==> src/sv/mkvpf_pkg.sv <==
package mkvpf_pkg;

	// fixed field widths of the request, result and configuration channels
	localparam int TYPE_W = 2;
	localparam int PROC_W = 4;
	localparam int PAGE_W = 6;
	localparam int CONF_W = 7;

	localparam int PCT_SCALE = 100;
	localparam int MAX_PICKS = 3;
	localparam logic [CONF_W-1:0] CONF_RESET = 7'd20;

	// request type codes
	localparam logic [TYPE_W-1:0] REQ_RECORD  = 2'd0;
	localparam logic [TYPE_W-1:0] REQ_BY_PROC = 2'd1;
	localparam logic [TYPE_W-1:0] REQ_BY_PAGE = 2'd2;

	typedef enum logic [3:0] {
		ST_CLEAR,
		ST_IDLE,
		ST_DECODE,
		ST_REC_LP,
		ST_REC_WR,
		ST_SRC_LP,
		ST_SCAN,
		ST_DRAIN,
		ST_THR,
		ST_QUAL,
		ST_EMIT
	} state_t;

	// controller to datapath
	typedef struct packed {
		logic req_load;
		logic lp_write;
		logic cnt_write;
		logic src_page;
		logic src_lp;
		logic best_clr;
		logic scan;
		logic thr_load;
		logic qual_step;
		logic pk_inc;
		logic pk_clr;
		logic emit;
		logic clr_step;
	} cmd_t;

	// datapath to controller
	typedef struct packed {
		logic [TYPE_W-1:0] req_type;
		logic proc_ok;
		logic page_ok;
		logic lp_valid;
		logic col_last;
		logic pk_last;
		logic clr_done;
		logic out_free;
		logic emit_last;
	} sts_t;

endpackage

==> src/sv/mkvpf_ctrl.sv <==
module mkvpf_ctrl import mkvpf_pkg::*; (
	input  logic clk,
	input  logic arst_n,
	input  logic in_valid,
	output logic in_stall,
	input  sts_t sts,
	output cmd_t cmd
);

	state_t state_q, state_d;

	// state register, clearing pass runs first after reset
	always_ff @(posedge clk or negedge arst_n) begin
		if (!arst_n) begin
			state_q <= ST_CLEAR;
		end else begin
			state_q <= state_d;
		end
	end

	// next state and commands
	always_comb begin
		state_d  = state_q;
		cmd      = '0;
		in_stall = 1'b1;
		unique case (state_q)
			ST_CLEAR: begin
				cmd.clr_step = 1'b1;
				if (sts.clr_done) begin
					state_d = ST_IDLE;
				end
			end
			ST_IDLE: begin
				in_stall = 1'b0;
				if (in_valid) begin
					cmd.req_load = 1'b1;
					state_d      = ST_DECODE;
				end
			end
			ST_DECODE: begin
				cmd.best_clr = 1'b1;
				unique case (sts.req_type)
					REQ_RECORD: begin
						if (sts.proc_ok && sts.page_ok) begin
							state_d = ST_REC_LP;
						end else begin
							state_d = ST_IDLE;
						end
					end
					REQ_BY_PROC: begin
						if (sts.proc_ok && sts.lp_valid) begin
							state_d = ST_SRC_LP;
						end else begin
							state_d = ST_EMIT;
						end
					end
					REQ_BY_PAGE: begin
						if (sts.page_ok) begin
							cmd.src_page = 1'b1;
							state_d      = ST_SCAN;
						end else begin
							state_d = ST_EMIT;
						end
					end
					default: begin
						state_d = ST_IDLE;
					end
				endcase
			end
			ST_REC_LP: begin
				// no previous page: only the last page is stored
				if (sts.lp_valid) begin
					state_d = ST_REC_WR;
				end else begin
					cmd.lp_write = 1'b1;
					state_d      = ST_IDLE;
				end
			end
			ST_REC_WR: begin
				cmd.cnt_write = 1'b1;
				cmd.lp_write  = 1'b1;
				state_d       = ST_IDLE;
			end
			ST_SRC_LP: begin
				cmd.src_lp = 1'b1;
				state_d    = ST_SCAN;
			end
			ST_SCAN: begin
				cmd.scan = 1'b1;
				if (sts.col_last) begin
					state_d = ST_DRAIN;
				end
			end
			ST_DRAIN: begin
				state_d = ST_THR;
			end
			ST_THR: begin
				cmd.thr_load = 1'b1;
				state_d      = ST_QUAL;
			end
			ST_QUAL: begin
				cmd.qual_step = 1'b1;
				if (sts.pk_last) begin
					cmd.pk_clr = 1'b1;
					state_d    = ST_EMIT;
				end else begin
					cmd.pk_inc = 1'b1;
				end
			end
			ST_EMIT: begin
				if (sts.out_free) begin
					cmd.emit = 1'b1;
					if (sts.emit_last) begin
						state_d = ST_IDLE;
					end else begin
						cmd.pk_inc = 1'b1;
					end
				end
			end
			default: begin
				state_d = ST_IDLE;
			end
		endcase
	end

	// an accepted request is always decoded next
	a_accept_decode: assert property (@(posedge clk) disable iff (!arst_n)
		in_valid && !in_stall |=> state_q == ST_DECODE)
		else $error("accepted request not decoded");

	// the final result of a query returns the block to idle
	a_emit_done: assert property (@(posedge clk) disable iff (!arst_n)
		state_q == ST_EMIT && sts.out_free && sts.emit_last |=> state_q == ST_IDLE)
		else $error("query did not finish after last result");

	// a result is only loaded when the output register can take it
	a_emit_free: assert property (@(posedge clk) disable iff (!arst_n)
		cmd.emit |-> sts.out_free)
		else $error("result loaded into a full output register");

endmodule

==> config.mk <==
export PLATFORM = sky130hd
export DESIGN_NAME = mkvpf_ctrl
export DESIGN_NICKNAME = d
export VERILOG_FILES = /design/src/sv/mkvpf_pkg.sv /design/src/sv/mkvpf_ctrl.sv
export SDC_FILE = /design/constraint.sdc
export NUM_CORES = 1
export LEC_CHECK = 0
export ABC_AREA = 1
export BUFFER_PORTS_ARGS = -buffer_cell sky130_fd_sc_hd__buf_2
export CAP_MARGIN = 20
export CORE_AREA = 3 3 40 42
export CTS_CLUSTER_DIAMETER = 50
export DETAILED_ROUTE_END_ITERATION = 10
export DIE_AREA = 0 0 43 45
export PLACE_DENSITY = 0.67
export SLEW_MARGIN = 20
export SYNTH_ARGS = -nofsm -noshare
export SYNTH_HDL_FRONTEND = slang
export SYNTH_SLANG_ARGS = --single-unit
==> constraint.sdc <==
create_clock -name clk -period 3.1 [get_ports clk]
set_clock_uncertainty 0.15 [all_clocks]
set_input_delay 0.465 -clock clk [delete_from_list [all_inputs] [get_ports clk]]
set_output_delay 0.465 -clock clk [all_outputs]
set_load 0.05 [all_outputs]
==> summary.md, run 1 <==
| Metric | Value |
|---|---|
| Largest regs | `state_q: 4 flops` |
| Clock Sinks | `4` |
| Syn avg cell area | `5.49 um2` |
| Hold endpoint | `state_q[2]$_DFFE_PN0P_` |
| Slew at the pin with the worst max-slew slack | `0.270 ns` |
| Ports | `27` |
| Worst reg2reg path endpoint | `state_q[1]$_DFFE_PN0P_` |
| TritonCTS clock tree | `yes` |
| Drt pass-1 iters | `4` |
| Worst hold start | `sts[5]` |
| Clock root cell | `clkbuf_4` |
| Hold Path Cell Cnt | `3` |
| Area delta synth->final | `35.5%` |
| Post-Synthesis Cells | `93` |
| Yosys cell types | `19` |
| Max-slew violation count | `0` |
| Layout net count | `138` |
| Period utilisation layout | `68.2%` |
| Pin count of the biggest net entering global routing | `7` |
| Number of diodes | `0` |
| Global-route wire length before repair | `2.26 mm` |
| Setup Viol. Count Final | `0` |
| Row cnt | `13` |
| Unrepaired setup endpoints after global routing | `false` |
| Max-slew headroom | `81.9%` |
| Multi-input combinational cell area | `342 um2` |
| Layout Utilization | `53.8%` |
| LEAKAGE | `0.448 nW` |
| Total CTS buffers | `3` |
| WL final | `1.39 mm` |
| Crit. End Element | `output port` |
| Int Pwr | `278 uW` |
| Setup TNS | `0 ns` |
| Wire length per cell | `10.1 um` |
| Synth Net Count | `106` |
| Number of global-route vias before repair | `575` |
| Initial DRC Count | `11` |
| Largest register FFs | `4` |
| H-tree depth | `1` |
| Hold_buf cts | `1` |
| Sw power | `494 uW` |
| Outcome | `completed` |
| VDD IR max | `0.484 mV` |
| # resized after CTS | `0` |
| YS warnings | `0` |
| GPL Wtd Cong | `0.788` |
| Floorplan core area | `1280 um2` |
| CP max FO | `4` |
| Die height | `45 um` |
| Layout cells sized above 1 | `34.1%` |
| Worst hold slack | `0.351 ns` |
| Vias/cell | `4.61` |
| Tmin final | `2.11 ns` |
| Total Routing Usage GR | `16.0%` |
| Switching share of power | `64.0%` |
| #FFs+latches synth | `4` |
| Flop pwr share | `15.4%` |
| Startpoint Class | `flip-flop` |
| Yosys top cell area share | `20.6%` |
| Max cap viols | `0` |
| Postcts setup bufs | `0` |
| Biggest register | `state_q` |
| Via count | `636` |
| Initial antenna violation count | `0` |
| Die area | `1940 um2` |
| CP Class | `reg2out` |
| # fillers | `146` |
| PwrDens | `1120 nW/um2` |
| Clock power frac | `8.2%` |
| Synth Cell Area | `510 um2` |
| WP data required | `2.48 ns` |
| FF/Latch Area | `100 um2` |
| Die Span X | `43 um` |
| Reg2reg start | `state_q[1]$_DFFE_PN0P_` |
| Fin. Hold Viols | `0` |
| Grt ovf | `0` |
| Hpwl dp | `1.18 mm` |
| ANT nets after route | `0` |
| Top cell type by total area after synthesis | `nand2_1` |
| Max Clock Freq | `473 MHz` |
| Clk_lat worst skew | `0.23 ns` |
| Gate power share | `76.4%` |
| Max Root-Sink Buffers | `2` |
| Reg2reg setup slack | `1.68 ns` |
| CP arrival | `1.50 ns` |
| CTS clock-pin slew for the worst setup and hold paths | `0.04 ns` |
| Worst Reg-to-Reg Cells | `8` |
| IO buf count | `26` |
| DRC viols | `0` |
| Hold Path Class | `in2reg` |
| Synth top area cells | `nand2_1 21%, dfrtp_1 20%, nor2_1 12%, inv_1 11%, nand2_2 4.9%` |
| Post-synthesis sequential area ratio | `19.6%` |
| Initial core utilization | `39.7%` |
## cells by family (layout without fill, tap and decap cells)
| logic type | after synthesis | in the layout | synth area share, % |
|---|---|---|---|
| buffers and inverters | 18 | 48 | 13.5 |
| DFF | 4 | 4 | 19.6 |
| and+or+nand+nor | 61 | 61 | 54.9 |
| AOI/OAI and AO/OA | 10 | 10 | 12.0 |
## cells in the mapped netlist, drive strengths merged
library cell / n
dfrtp: 4
nand3b: 1
nand2: 32
nand3: 5
inv: 17
o21ai: 4
nor2: 20
a32oi: 1
a21oi: 2
o21bai: 2
nor3b: 1
clkinv: 1
nor3: 2
o31ai: 1
## how the worst max path moves through the flow
stage / startpoint / end / slack [ns] / depth (start not counted)
floorplan: state_q[3]$_DFFE_PN0P_ / cmd[3] / 0.62 / 4
global placement: state_q[1]$_DFFE_PN0P_ / cmd[9] / 1.25 / 5
detailed placement: state_q[1]$_DFFE_PN0P_ / cmd[9] / 1.24 / 5
CTS: state_q[2]$_DFFE_PN0P_ / cmd[9] / 0.98 / 4
global route: state_q[2]$_DFFE_PN0P_ / cmd[9] / 0.84 / 4
finish: state_q[2]$_DFFE_PN0P_ / cmd[9] / 0.99 / 4
## layer usage
layer / track usage, % / part of all wire, %
met2: 26.3 / 48
met3: 4.38 / 7.1
met5: 0 / 0
met4: 9.04 / 1.7
met1: 18.7 / 43
## area by class of cell
type	count	share of cell area, %
Clock buffer	3	3.25
Inverter	18	9.95
Multi-Input combinational cell	71	49.4
Sequential cell	4	14.5
Tap cell	15	2.71
Timing Repair Buffer	27	20.3
## power by group through the flow
stage | logic [mW] | registers, mW | clock network (mW)
final | 0.590 | 0.119 | 0.0631
after global routing | 0.651 | 0.122 | 0.0710
after CTS | 0.591 | 0.118 | 0.0662
after detailed placement | 0.588 | 0.119 | 0
after global placement | 0.589 | 0.118 | 0
after floorplan | 0.477 | 0.110 | 0
## worst max-delay path, stage by stage, from the launching register on
cell and delay, ns:
dfrtp_1 0.40, nor2_1 0.25, nand2_2 0.13, nor3b_2 0.19, buf_2 0.29
## layout by cell type, fill, tap and decap left out, drive strengths merged
cell type,instances
nand3,5
buf,26
dfrtp,4
nand2,32
inv,17
clkinv,1
nand3b,1
o21ai,4
dlygate4sd3,1
a32oi,1
o31ai,1
nor3b,1
nor3,2
clkbuf,3
o21bai,2
a21oi,2
nor2,20
## metrics by stage
stage / setup slack, ns / instance area [um2] / cells / power (mW)
3_5_place_dp: 1.24 / 659 / 134 / 0.706
6_report: 0.986 / 692 / 138 / 0.772
5_1_grt: 0.843 / 692 / 138 / 0.844
3_3_place_gp: 1.25 / 659 / 134 / 0.707
2_1_floorplan: 0.618 / 510 / 93 / 0.587
4_1_cts: 0.980 / 692 / 138 / 0.775
(Power assumes the default switching activity.)
==> run 2: changes to the inputs <==
- CORE_AREA: 3 3 40 42 -> unset
- CORE_MARGIN: unset -> 3
- CORE_UTILIZATION: unset -> 38
- DIE_AREA: 0 0 43 45 -> unset
- PLACE_DENSITY: 0.67 -> 0.69
- clock period: 3.1 -> 1.85 ns (I/O delays scaled with it)
==> run 2 against run 1 <==
Against the previous run: hold slack worse by 0.18 ns; register-to-register slack worse by 1.2 ns; first-iteration DRC count is 27% lower; die area is 6.0% lower; global-route usage hardly changed; final area increased by 13%; clock power rose by 66%; wire length increased by 1.7%; critical path depth unchanged; largest cell class unchanged.
==> summary.md, run 2 (same netlist as run 1, synthesis figures left out) <==
| Metric | Value |
|---|---|
| ANT nets after route | `0` |
| Initial antenna violation count | `0` |
| Wire length per cell | `10.1 um` |
| Max Clock Freq | `556 MHz` |
| Tmin final | `1.80 ns` |
| Period utilisation layout | `97.3%` |
| VDD IR max | `0.927 mV` |
| Crit. End Element | `output port` |
| CP arrival | `1.37 ns` |
| Largest regs | `state_q: 4 flops` |
| Grt ovf | `0` |
| Hpwl dp | `1.16 mm` |
| PwrDens | `1810 nW/um2` |
| LEAKAGE | `0.473 nW` |
| Via count | `667` |
| TritonCTS clock tree | `yes` |
| Layout net count | `140` |
| Worst hold slack | `0.171 ns` |
| Largest register FFs | `4` |
| DRC viols | `0` |
| Total Routing Usage GR | `16.0%` |
| Clk_lat worst skew | `0.23 ns` |
| Leading cell type in the layout, fill and taps excluded | `nand2_1` |
| Number of diodes | `0` |
| Floorplan core area | `1190 um2` |
| Setup Viol. Count Final | `0` |
| Outcome | `completed` |
| Area delta synth->final | `53.4%` |
| Vias/cell | `4.80` |
| Hold Path Class | `in2reg` |
| Commonest cells after routing, fill and taps aside | `26 x nand2_1, 23 x buf_2, 14 x inv_1, 11 x nor2_1` |
| Final total power | `1.42 mW` |
| Die height | `42.7 um` |
| CP Class | `reg2out` |
| GPL Wtd Cong | `0.794` |
| Fin. Hold Viols | `0` |
| Total CTS buffers | `3` |
| Die Span X | `42.7 um` |
| WL final | `1.41 mm` |
| Layout cells sized above 1 | `46.4%` |
| IO buf count | `26` |
| WP data required | `1.42 ns` |
| Hold Path Cell Cnt | `3` |
| Unrepaired setup endpoints after global routing | `true` |
| Initial core utilization | `43.0%` |
| Reg2reg setup slack | `0.44 ns` |
| Global-route wire length before repair | `2.25 mm` |
| Startpoint Class | `flip-flop` |
| Slew at the pin with the worst max-slew slack | `0.253 ns` |
| Number of global-route vias before repair | `607` |
| Biggest register | `state_q` |
| Clock Sinks | `4` |
| Max Root-Sink Buffers | `2` |
| Drt pass-1 iters | `4` |
| Ports | `27` |
| Clock root cell | `clkbuf_4` |
| Worst Reg-to-Reg Cells | `9` |
| CTS clock-pin slew for the worst setup and hold paths | `0.04 ns` |
| Die area | `1820 um2` |
| H-tree depth | `1` |
| Max-slew violation count | `0` |
| Max cap viols | `0` |
| Layout Utilization | `66.0%` |
| Max-slew headroom | `83.2%` |
| CP max FO | `5` |
| Row cnt | `12` |
| Initial DRC Count | `8` |
| Pin count of the biggest net entering global routing | `7` |
==> run 2: changes by cell type in the layout (fill, tap and decap cells not counted), moves of 3 or more <==
cell,before,now
dfrtp_1,4,1
dfrtp_2,0,3
buf_4,0,3
buf_2,26,23
nor2_2,3,6
nor2_1,16,11
==> run 2: per-layer routing <==
metal	wire, um	GRT usage [%]	part of all wire [%]
met1	623	20.5	44
met2	703	25.7	50
met5	0	0	0
met3	71	2.54	5.0
met4	11	7.45	0.78
==> run 2: final timing paths <==
check / endpoint / from
setup reg to reg: state_q[0]$_DFFE_PN0P_ / state_q[3]$_DFFE_PN0P_
min in group asynchronous: state_q[1]$_DFFE_PN0P_ / arst_n
max in group asynchronous: state_q[2]$_DFFE_PN0P_ / arst_n
setup / recovery: cmd[3] / state_q[0]$_DFFE_PN0P_
hold / removal: state_q[2]$_DFFE_PN0P_ / sts[5]
hold reg to reg: state_q[1]$_DFFE_PN0P_ / state_q[1]$_DFFE_PN0P_
==> run 2: area by class of cell <==
class	count	area (um2)
clock buffer	3	22.5
fill	130	403
inverter	18	71.3
multi-input combinational	71	398
sequential	4	104
tap	14	17.5
timing repair buffer	29	170
==> run 2: timing repair <==
action,4_1_cts,5_1_grt
hold buffers,1,0
endpoints found under the setup margin,4,10
pin swaps,0,1
gates resized for setup,5,13
endpoints found under the hold margin,4,0
setup buffers,0,1
==> run 2: critical path, stage by stage (launching register included) <==
cell	delay, ns
dfrtp_2	0.45
nor2_4	0.17
nand2_2	0.10
o31ai_4	0.23
buf_6	0.19
==> run 2: where the power goes <==
group | internal (mW) | switching, mW | total [mW] | leakage [nW]
clock network | 0.0723 | 0.0324 | 0.105 | 0.0138
registers | 0.140 | 0.0724 | 0.213 | 0.0475
logic | 0.320 | 0.783 | 1.10 | 0.411
total | 0.533 | 0.888 | 1.42 | 0.473
==> run 2: through the flow <==
| step | cells | TNS (ns) | worst slack, ns | instance area (um2) |
|---|---|---|---|---|
| 5_1_grt | 139 | -0.0694 | -0.0354 | 783 |
| 6_report | 139 | 0 | 0.0506 | 783 |
| 4_1_cts | 138 | 0 | 0.0106 | 734 |
| 2_1_floorplan | 93 | -0.0940 | -0.0940 | 534 |
| 3_3_place_gp | 134 | 0 | 0.209 | 689 |
| 3_5_place_dp | 134 | 0 | 0.189 | 689 |
